`config.mk`:
```
export PLATFORM = sky130hd
export DESIGN_NAME = fsbg_front
export DESIGN_NICKNAME = d
export VERILOG_FILES = /design/src/rtl/fsbg_pkg.sv /design/src/rtl/fsbg_front.sv
export SDC_FILE = /design/constraint.sdc
export NUM_CORES = 1
export LEC_CHECK = 0
export BUFFER_PORTS_ARGS = -buffer_cell sky130_fd_sc_hd__buf_2
export CAP_MARGIN = 20
export CORE_MARGIN = 4
export CORE_UTILIZATION = 41
export CTS_BUF_LIST = sky130_fd_sc_hd__clkbuf_8
export CTS_CLUSTER_DIAMETER = 40
export DETAILED_ROUTE_END_ITERATION = 7
export GPL_TIMING_DRIVEN = 0
export SYNTH_ARGS = -nofsm -noshare
export SYNTH_HDL_FRONTEND = slang
export SYNTH_SLANG_ARGS = --single-unit
export TNS_END_PERCENT = 50
```
`constraint.sdc`:
```
create_clock -name clk -period 11.65 [get_ports clk]
set_input_delay 0.5825 -clock clk [delete_from_list [all_inputs] [get_ports clk]]
set_output_delay 0.5825 -clock clk [all_outputs]
set_load 0.01 [all_outputs]
```
`src/rtl/fsbg_pkg.sv`:
```
package fsbg_pkg;

  localparam int HIST_DEPTH = 2048;               // power of two
  localparam int ADDR_W     = $clog2(HIST_DEPTH);
  localparam int CNT_W      = ADDR_W + 1;
  localparam int SIZE_W     = 24;
  localparam int FKIND_W    = 2;
  localparam int ENT_W      = SIZE_W + FKIND_W;
  localparam int HQ_W       = 10;
  localparam int PROD_W     = SIZE_W + HQ_W;
  localparam int DCNT_W     = $clog2(PROD_W + 1);

  localparam logic [1:0] KIND_FRAME = 2'd0;
  localparam logic [1:0] KIND_PIXEL = 2'd1;
  localparam logic [1:0] KIND_CLEAR = 2'd2;

  localparam logic [1:0] REG_ENABLE = 2'd0;
  localparam logic [1:0] REG_WIDTH  = 2'd1;
  localparam logic [1:0] REG_HEIGHT = 2'd2;

  localparam logic [11:0] RST_WIDTH  = 12'd640;
  localparam logic [11:0] RST_HEIGHT = 12'd480;

  typedef enum logic [1:0] {
    OP_FRAME,
    OP_PIXEL,
    OP_CLEAR
  } op_t;

  typedef struct packed {
    op_t                 op;
    logic                hit;     // pixel inside picture, window and enabled
    logic [10:0]         col;
    logic [11:0]         rows_up; // rows from bottom
    logic [HQ_W-1:0]     hq;      // height / 4
    logic [SIZE_W-1:0]   size;
    logic [FKIND_W-1:0]  fkind;
    logic [7:0]          luma;
  } cmd_t;

  typedef enum logic [2:0] {
    S_IDLE,
    S_MAX,
    S_PX_MUL,
    S_DIV_GO,
    S_DIV_WAIT,
    S_PX_OUT
  } state_t;

  function automatic logic [CNT_W-1:0] win_width(input logic [11:0] pw);
    if (int'(pw) > HIST_DEPTH) return CNT_W'(HIST_DEPTH);
    else return CNT_W'(pw);
  endfunction

  function automatic logic [7:0] type_luma(input logic [FKIND_W-1:0] k);
    logic [7:0] v;
    case (k)
      2'd0:    v = 8'd255;
      2'd1:    v = 8'd210;
      2'd2:    v = 8'd170;
      default: v = 8'd130;
    endcase
    return v;
  endfunction

endpackage

```
`src/rtl/fsbg_front.sv`:
```
module fsbg_front (
  input  logic                         clk,
  input  logic                         rst_n,
  input  logic                         in_valid,
  output logic                         in_stall,
  input  logic [1:0]                   in_kind,
  input  logic [fsbg_pkg::SIZE_W-1:0]  in_frame_size,
  input  logic [fsbg_pkg::FKIND_W-1:0] in_frame_kind,
  input  logic [10:0]                  in_column,
  input  logic [11:0]                  in_row,
  input  logic [7:0]                   in_luma_in,
  input  logic                         overlay_enable,
  input  logic [11:0]                  picture_width,
  input  logic [11:0]                  picture_height,
  output logic                         cmd_valid,
  output fsbg_pkg::cmd_t               cmd,
  input  logic                         cmd_pop
);

  fsbg_pkg::cmd_t q_r [2];
  logic           wr_ptr_r, rd_ptr_r;
  logic [1:0]     count_r;
  fsbg_pkg::cmd_t dec;
  logic           push, keep;
  logic [fsbg_pkg::CNT_W-1:0] w;

  // classify: kind 3 and frames while disabled are dropped here
  always_comb begin
    w           = fsbg_pkg::win_width(picture_width);
    dec         = '0;
    keep        = 1'b0;
    dec.size    = in_frame_size;
    dec.fkind   = in_frame_kind;
    dec.col     = in_column;
    dec.luma    = in_luma_in;
    dec.hq      = picture_height[11:2];
    dec.rows_up = picture_height - 12'd1 - in_row;
    // top row is never covered: pixels in row 0 never hit
    dec.hit     = overlay_enable && (picture_height != 12'd0) && (in_row != 12'd0) &&
                  (32'(in_column) < 32'(w)) && (in_row < picture_height);
    dec.op      = fsbg_pkg::OP_PIXEL;
    unique case (in_kind)
      fsbg_pkg::KIND_FRAME: begin
        dec.op = fsbg_pkg::OP_FRAME;
        keep   = overlay_enable;
      end
      fsbg_pkg::KIND_PIXEL: begin
        dec.op = fsbg_pkg::OP_PIXEL;
        keep   = 1'b1;
      end
      fsbg_pkg::KIND_CLEAR: begin
        dec.op = fsbg_pkg::OP_CLEAR;
        keep   = 1'b1;
      end
      default: keep = 1'b0;
    endcase
  end

  assign in_stall  = (count_r == 2'd2);
  assign push      = in_valid && !in_stall && keep;
  assign cmd_valid = (count_r != 2'd0);
  assign cmd       = q_r[rd_ptr_r];

  always_ff @(posedge clk) begin
    if (!rst_n) begin
      wr_ptr_r <= 1'b0;
      rd_ptr_r <= 1'b0;
      count_r  <= '0;
    end else begin
      if (push) wr_ptr_r <= !wr_ptr_r;
      if (cmd_pop) rd_ptr_r <= !rd_ptr_r;
      count_r <= count_r + 2'(push) - 2'(cmd_pop);
    end
    if (push) q_r[wr_ptr_r] <= dec;
  end

endmodule

```
==> metrics, run 1 <==
outcome complete, no violations; most frequent CP cell clkbuf_1; Die ar. 17800 um2; Worst-Skew Late Latency 0.43 ns; initial core utilization 42.12%; final setup vio count 0; # resized after CTS 0; critical path required time 11.07 ns; CP Cell Sequence clkbuf_1 -> clkbuf_1 -> mux2_2 -> buf_2; area of the multi-input gates 2013 um2; EDFF count, synth 140; core area 15310 um2; crit share post-route 23.83%; Yosys cell types 37; hold_buf cts 0; Top Ports 160; routability cong. 0.7798; clock tree buffer depth 2; sequential fraction of the synthesis area 66.72%; Die Ht 133.4 um; Syn Area/Cell 16.17 um2; share of cells above drive strength 1 45.62%; P&R area growth vs syn 23.51%; post-route cell area 7968 um2; dpl hpwl 9725 um; Final nets 709; Post-Syn Instances 399; post-CTS setup buffer count 0; width of the die 133.4 um; CTS tree done; Fmax 360.1 MHz; Worst setup SP type register; Synth top area share 65.17%; CTS Sinks 145; Tmin final 2.777 ns; ys async rst share 0%; register area 4304 um2; final hold vios 0; VDD IR max 61.51 uV; min-delay src in_frame_size[20]; Max-slew headroom 53.84%; Vias/cell 4.892; Reg2Reg Setup Slack 9.37 ns; Placed Area 7606 um2; # DRC 0; vias 3938; Port-buffer cells 159; crit-path max FO 10; Root Driver clkbuf_8; grt ovf 0; CP peak stage delay 0.56 ns; initial antenna violation count 0; Worst Tran Pin Value 0.6907 ns; All-Layer GR Usage 15.04%; fill count 1370; YS warnings 0; Top FF cell, synth edfxtp_1; router iterations before antenna repair 4; largest net degree at the start of global routing 32; Synth Cell Area 6451 um2; unrepaired setup endpoints after global routing false; antenna cells 0; Clock transition at path regs 0.08 ns; Yosys reg bits 145; total CTS buffers 17; WS Path Type register to output port; drt wl/cell 16.38 um; crit end category output port; syn nets 527; max_cap viols 0; Cell Pwr Density 148.6 nW/um2; Clock Skew 0.005396 ns; standard-cell rows 45; WP data arrival 2.19 ns; vias in the first global route 4064; Tot Pwr 1.184 mW; Reg2Reg Launch Point count_r[1]; first-pass GRT wire length 20730 um; Starting DRT DRC Count 140; H-tree depth 4; Synth area leader edfxtp_1; Area contributors post-synth edfxtp_1, mux2_2, ha_1; total negative slack 0 ns; drt total wl 13190 um; Hold Path Class primary input to register; final max-slew violation count 0; antenna viol nets, final 0; slowest CP cell clkbuf_1; leakage 3.133 nW; synth cell count leaders edfxtp_1, mux2_2, ha_1, inv_1; most common cell in the netlist edfxtp_1
[kinds of logic (layout without fill, tap and decap cells)]
kind of cell             count (synthesis)  count (layout)  share of synthesized area [%]
buffers and inverters                   37             232                          2.308
AO/OA/AOI/OAI                           45              45                          4.597
XOR/XNOR                                13              13                          1.765
flip-flops                             145             145                          66.72
AND/OR/NAND/NOR                         49              49                          4.519
multiplexers                            70              70                          12.22
adder cells (fa/ha/maj)                 40              40                          7.874
[power breakdown]
part	internal [mW]	total, mW	switching, mW
clock network	0.184	0.362	0.178
registers	0.613	0.621	0.00832
logic	0.0928	0.201	0.108
[placed cells by master (no fill, tap or decap), drive strengths merged, types with 4 or more instances in the layout]
cell / synthesis / routed
o21ai: 10 / 10
and2: 5 / 5
mux2: 70 / 70
nand2: 4 / 4
nor2: 10 / 10
xnor2: 10 / 10
nand2b: 11 / 11
dfxtp: 5 / 5
clkbuf: 7 / 24
ha: 39 / 39
edfxtp: 140 / 140
buf: 3 / 166
inv: 27 / 29
a211oi: 8 / 8
nor4: 9 / 9
a21oi: 11 / 11
clkinv: 0 / 9
[metal layers]
layer	wire [um]	vias up	part of all wire, %	global-route usage, %
met5	0	-	0	0
li1	-	1876	-	-
met3	757	15	5.7	4.721
met1	5630	1930	43	18.18
met4	167	0	1.3	4.686
met2	6629	117	50	25.82
[cell type report]
cell class,instances,area share [%]
Buffer,10,0.5967
Clock buffer,17,2.937
Clock inverter,15,1.602
Inverter,27,1.272
Multi-Input combinational cell,217,25.27
Sequential cell,145,54.02
Tap cell,211,3.313
Timing Repair Buffer,163,10.99
[final timing paths]
kind / to / depth (start not counted)
worst max-delay path: cmd[61] / 4
worst min-delay path: q_r[0][30] / 1
worst max register to register: q_r[1][51] / 5
worst min register to register: rd_ptr_r / 2
[critical path: cells and delay by family, from the launching register on]
family	cells	cell delay, ns
buffers and inverters	3	1.02
flip-flops	1	0.31
multiplexers	1	0.42
[per-stage QoR]
| stage | instances | setup WS, ns | hold slack, ns | util, % |
|---|---|---|---|---|
| finish | 805 | 8.873 | 0.3300 | 52.03 |
| CTS | 805 | 8.781 | 0.2969 | 52.03 |
| detailed placement | 773 | 8.770 | 0.5798 | 49.67 |
| global placement | 769 | 4.687 | 0.5699 | 49.04 |
| floorplan | 399 | 6.652 | 0.5546 | - |
| global route | 805 | 8.713 | 0.2927 | 52.03 |
[flip-flops by register name, indices dropped and copies added (netlist names), named ones only]
| name | cells |
|---|---|
| count_r | 2 |
| rd_ptr_r | 1 |
| q_r | 140 |
| wr_ptr_r | 1 |
Note: power is estimated with default switching activity, not from simulation.
==> inputs of run 2 (changes only) <==
- ABC_AREA: unset -> 1
- clock period: 11.65 -> 2.6 ns (I/O delays scaled with it)
==> metrics, run 2 <==
ys async rst share 0%; Synth Cell Area 6444 um2; switching power 1.285 mW; All-Layer GR Usage 16.10%; VDD IR max 308.1 uV; sequential fraction of the synthesis area 66.80%; synth cell count leaders edfxtp_1, mux2_2, nand2_1, ha_1, inv_1; YS warnings 0; Fmax 473.6 MHz; Starting DRT DRC Count 161; sequential share of power 51.5%; antenna cells 0; crit end category register; commonest non-fill, non-tap cell in the layout buf_2; Top FF cell, synth edfxtp_1; dpl hpwl 9817 um; Worst-Skew Late Latency 0.44 ns; width of the die 133.4 um; grt ovf 0; most common cell in the netlist edfxtp_1; Clock Skew 0.01588 ns; Reg2Reg Setup Slack 0.49 ns; largest net degree at the start of global routing 31; Synth area leader edfxtp_1; WS Path Type register to register; EDFF count, synth 140; critical path's top delay family simple AND/OR/NAND/NOR gates; Top Ports 160; Syn Area/Cell 14.81 um2; first-pass GRT wire length 22500 um; routability cong. 0.8084; Root Driver clkbuf_8; Net Sw Frac 24.12%; Final nets 802; reg2reg path depth 5; Worst setup SP type register; crit-path max FO 30; Vias/cell 4.697; Tot Pwr 5.327 mW; CP Buf/Inv Count 2; outcome complete, no violations; placed cells 809; Clock transition at path regs 0.08 ns; most frequent cells in the layout buf_2, edfxtp_1, mux2_2, dlygate4sd3_1, nand2_1; vias in the first global route 4538; total negative slack 0 ns; Die ar. 17790 um2; Yosys reg bits 145; clock tree buffer depth 2; vias 4218; router iterations before antenna repair 4; CTS Sinks 145; Post-Layout Cell Count 898; Most flops, register q_r; initial core utilization 42.08%; H-tree depth 4; Die Ht 133.4 um; critical path required time 2.72 ns; CP Cell Sequence inv_1 -> nor2_1 -> nand3b_1 -> nor2_4 -> buf_12; P&R area growth vs syn 33.24%; Yosys cell types 25; core area 15310 um2; final max-slew violation count 0; Tmin final 2.111 ns; CP peak stage delay 0.72 ns; number of cells on the critical path 5; fill count 1303; crit share post-route 81.21%; Synth top area share 65.24%; Area contributors post-synth edfxtp_1, mux2_2, ha_1; drt wl/cell 15.46 um; hold depth 2; clock share of power 33.1%; WP data arrival 2.23 ns; CTS tree done; Hold Path Class primary input to register; Final WS setup 0.4886 ns; largest registers q_r x140, count_r x2; Setup WS pre-CTS 0.2448 ns; final hold vios 0; Port-buffer cells 159; syn nets 563; number of flip-flops in the largest register 140; standard-cell rows 45; initial antenna violation count 0; max_cap viols 0; leakage 3.515 nW; total CTS buffers 17; Max-slew headroom 44.17%; unrepaired setup endpoints after global routing false; slowest CP cell nor2_4; Placed Area 7614 um2; post-CTS setup buffer count 0; # DRC 0; P_int 4.042 mW; share of cells above drive strength 1 40.47%; final setup vio count 0; Worst Tran Pin Value 0.8355 ns; Cell Pwr Density 620.5 nW/um2; combinational fraction of design power 15.5%; Post-Syn Instances 435; drt total wl 13880 um; antenna viol nets, final 0; post-route cell area 8586 um2
-- run 2: changes by cell type after synthesis, sizes merged, moves of 6 or more --
| cell | delta |
|---|---|
| nand2 | +47 |
| nor2 | +12 |
| xnor2 | -7 |
| inv | +12 |
| clkbuf | -6 |
| a21oi | +10 |
| nand2b | -11 |
-- run 2: path summary, 6_finish.rpt --
check	from	endpoint
max	count_r[1]	q_r[1][51]
min	picture_height[0]	q_r[0][44]
max reg2reg	count_r[1]	q_r[1][51]
min reg2reg	rd_ptr_r	register
-- run 2: repair_timing --
action / in CTS / in global routing
hold endpoints to repair: 115 / 0
hold buffers: 57 / 0
gates resized for setup: 0 / 0
-- run 2: layer usage --
| layer | part of all wire (%) | track usage [%] | vias up |
|---|---|---|---|
| met5 | 0 | 0 | - |
| met2 | 51 | 28.10 | 117 |
| li1 | - | - | 2063 |
| met3 | 4.4 | 3.701 | 9 |
| met1 | 44 | 20.01 | 2029 |
| met4 | 0.73 | 4.857 | 0 |
-- run 2: area by class of cell --
type / instances / area, um2 / share of cell area, %
Sequential cell: 145 / 4304 / 50.13
Multi-Input combinational cell: 243 / 1969 / 22.94
Timing Repair Buffer: 220 / 1461 / 17.02
Tap cell: 211 / 264.0 / 3.075
Clock buffer: 17 / 234.0 / 2.725
Clock inverter: 15 / 167.7 / 1.953
Inverter: 39 / 146.4 / 1.705
Buffer: 8 / 38.79 / 0.4518
-- run 2: power groups by stage --
stage | clock, mW | combinational [mW] | sequential, mW
floorplan | 0 | 0.438 | 2.79
finish | 1.76 | 0.824 | 2.74
detailed placement | 0 | 0.762 | 2.79
global route | 1.93 | 0.917 | 2.75
CTS | 1.82 | 0.835 | 2.74
global placement | 0 | 0.719 | 2.80
-- run 2: kinds of logic after synthesis --
kind of cell	count (synthesis)	share of synthesized area (%)
AOI/OAI and AO/OA	32	2.815
xor gates and xnor gates	11	1.495
buffers and inverters	47	2.874
DFF	145	66.80
adders and majority gates	40	7.884
muxes	70	12.23
and+or+nand+nor	90	5.903
-- run 2: metrics by stage --
stage / util (%) / hold WS (ns)
after global routing: 56.06 / 0.06540
after floorplan: - / 0.2235
after global placement: 49.03 / 0.3193
final: 56.06 / 0.05986
after CTS: 56.06 / 0.02533
after detailed placement: 49.71 / 0.3243
==> inputs of run 3 (changes only) <==
- PLACE_DENSITY: unset -> 0.67
- clock period: 2.6 -> 1.75 ns (I/O delays scaled with it)
==> metrics, run 3 (synthesis results as in run 2) <==
VDD IR max 382.2 uV; met3 GRT Util 4.003%; vias 4293; largest net degree at the start of global routing 34; router iterations before antenna repair 4; most frequent cells in the layout buf_2, edfxtp_1, mux2_2, dlygate4sd3_1, nand2_1; Most flops, register q_r; Post-Layout Cell Count 912; Clock Skew 0.006624 ns; Die ar. 17790 um2; WS Path Type register to register; GR peak layer met2; reg2reg path depth 10; All-Layer GR Usage 16.04%; P&R area growth vs syn 36.62%; leakage 3.610 nW; crit share post-route 97.47%; Hold EP q_r[0][69]; antenna cells 0; GRT met1 Usage 19.14%; dpl hpwl 9503 um; H-tree depth 4; Port-buffer cells 159; width of the die 133.4 um; fill count 1276; Final nets 816; post-route cell area 8803 um2; Worst Tran Pin Value 0.3363 ns; routability cong. 0.7918; final setup vio count 0; WHS 0.07859 ns; CTS Sinks 145; total negative slack 0 ns; final hold vios 0; min-delay src in_kind[1]; initial antenna violation count 0; Cell Pwr Density 928.5 nW/um2; Worst R2R End count_r[1]; outcome complete, no violations; first-pass GRT wire length 22400 um; number of flip-flops in the largest register 140; core area 15310 um2; Tmin final 1.706 ns; unrepaired setup endpoints after global routing true; hold depth 2; clock tree buffer depth 2; Reg2Reg Launch Point count_r[1]; Hold Path Class primary input to register; max_cap viols 0; placed cells 809; Placed Area 7630 um2; # DRC 0; Starting DRT DRC Count 241; Worst-Skew Late Latency 0.44 ns; crit-path max FO 4; final max-slew violation count 0; largest registers q_r x140, count_r x2; Die Ht 133.4 um; commonest non-fill, non-tap cell in the layout buf_2; grt ovf 0; Clock transition at path regs 0.08 ns; drt wl/cell 15.65 um; share of cells above drive strength 1 43.65%; Tot Pwr 8.174 mW; grt met2 use 28.44%; Max-slew headroom 77.37%; Root Driver clkbuf_8; critical path required time 2.11 ns; initial core utilization 42.08%; standard-cell rows 45; Vias/cell 4.707; crit end category register; Top Ports 160; WP data arrival 2.07 ns; CTS tree done; total CTS buffers 17; Reg2Reg Setup Slack 0.04 ns; antenna viol nets, final 0; vias in the first global route 4550; Fmax 586.3 MHz; Worst setup SP type register; drt total wl 14270 um
-- run 3: changes by cell type in the layout (fill, tap and decap cells not counted), moves of 3 or more --
cell and delta:
a21oi_2 +3, ha_1 -3, buf_6 +3, dfxtp_1 -3
buf_4 +18, buf_2 -7, a21oi_1 -3
-- run 3: repair_timing --
action,CTS,global route
hold buffers,58,0
pin swaps,0,6
setup endpoints to repair,193,164
gates cloned,0,0
setup buffers,1,13
gates resized for setup,6,16
endpoints found under the hold margin,117,0
-- run 3: power breakdown --
part,internal (mW),switching (mW)
Clock,1.55,1.25
Sequential,4.03,0.0510
Combinational,0.632,0.667
-- run 3: worst max path at each step --
stage	end	startpoint	cells after the start
4_1_cts	cmd[10]	register	3
3_5_place_dp	q_r[0][67]	picture_width[2]	15
3_3_place_gp	q_r[0][34]	in_kind[0]	7
5_1_grt	q_r[0][67]	picture_width[0]	15
2_1_floorplan	q_r[0][0]	count_r[1]	4
6_report	count_r[1]	count_r[1]	10
-- run 3: per-stage QoR --
stage / worst slack (ns) / utilization [%]
after CTS: -0.02848 / 56.51
after global routing: -0.02087 / 57.48
final: 0.04428 / 57.48
after global placement: -1.284 / 49.30
after detailed placement: -0.4489 / 49.82
after floorplan: -0.4789 / -
-- run 3: layout make-up --
cell class | count | area [um2] | share of cell area (%)
Multi-Input combinational cell | 243 | 2021 | 22.95
Sequential cell | 145 | 4310 | 48.96
Inverter | 39 | 156.4 | 1.777
Clock inverter | 15 | 192.7 | 2.189
Clock buffer | 17 | 234.0 | 2.658
Buffer | 7 | 60.06 | 0.6822
Tap cell | 211 | 264.0 | 2.999
Timing Repair Buffer | 235 | 1565 | 17.78
-- run 3: worst max-delay path, cell delays in order, from the launching register on --
cell and delay [ns]:
dfxtp_2 0.34, inv_2 0.05, nor2_2 0.03, nand3b_1 0.16, buf_6 0.15, ha_4 0.25, inv_1 0.04, ha_2 0.17
xor2_1 0.20, o21ai_1 0.11, a21oi_1 0.14
-- run 3: layer usage --
| layer | wire (um) | vias to the layer above | share of wire [%] |
|---|---|---|---|
| met5 | 0 | - | 0 |
| met1 | 5966 | 2075 | 42 |
| met3 | 633 | 17 | 4.4 |
| li1 | - | 2087 | - |
| met4 | 193 | 0 | 1.4 |
| met2 | 7476 | 114 | 52 |
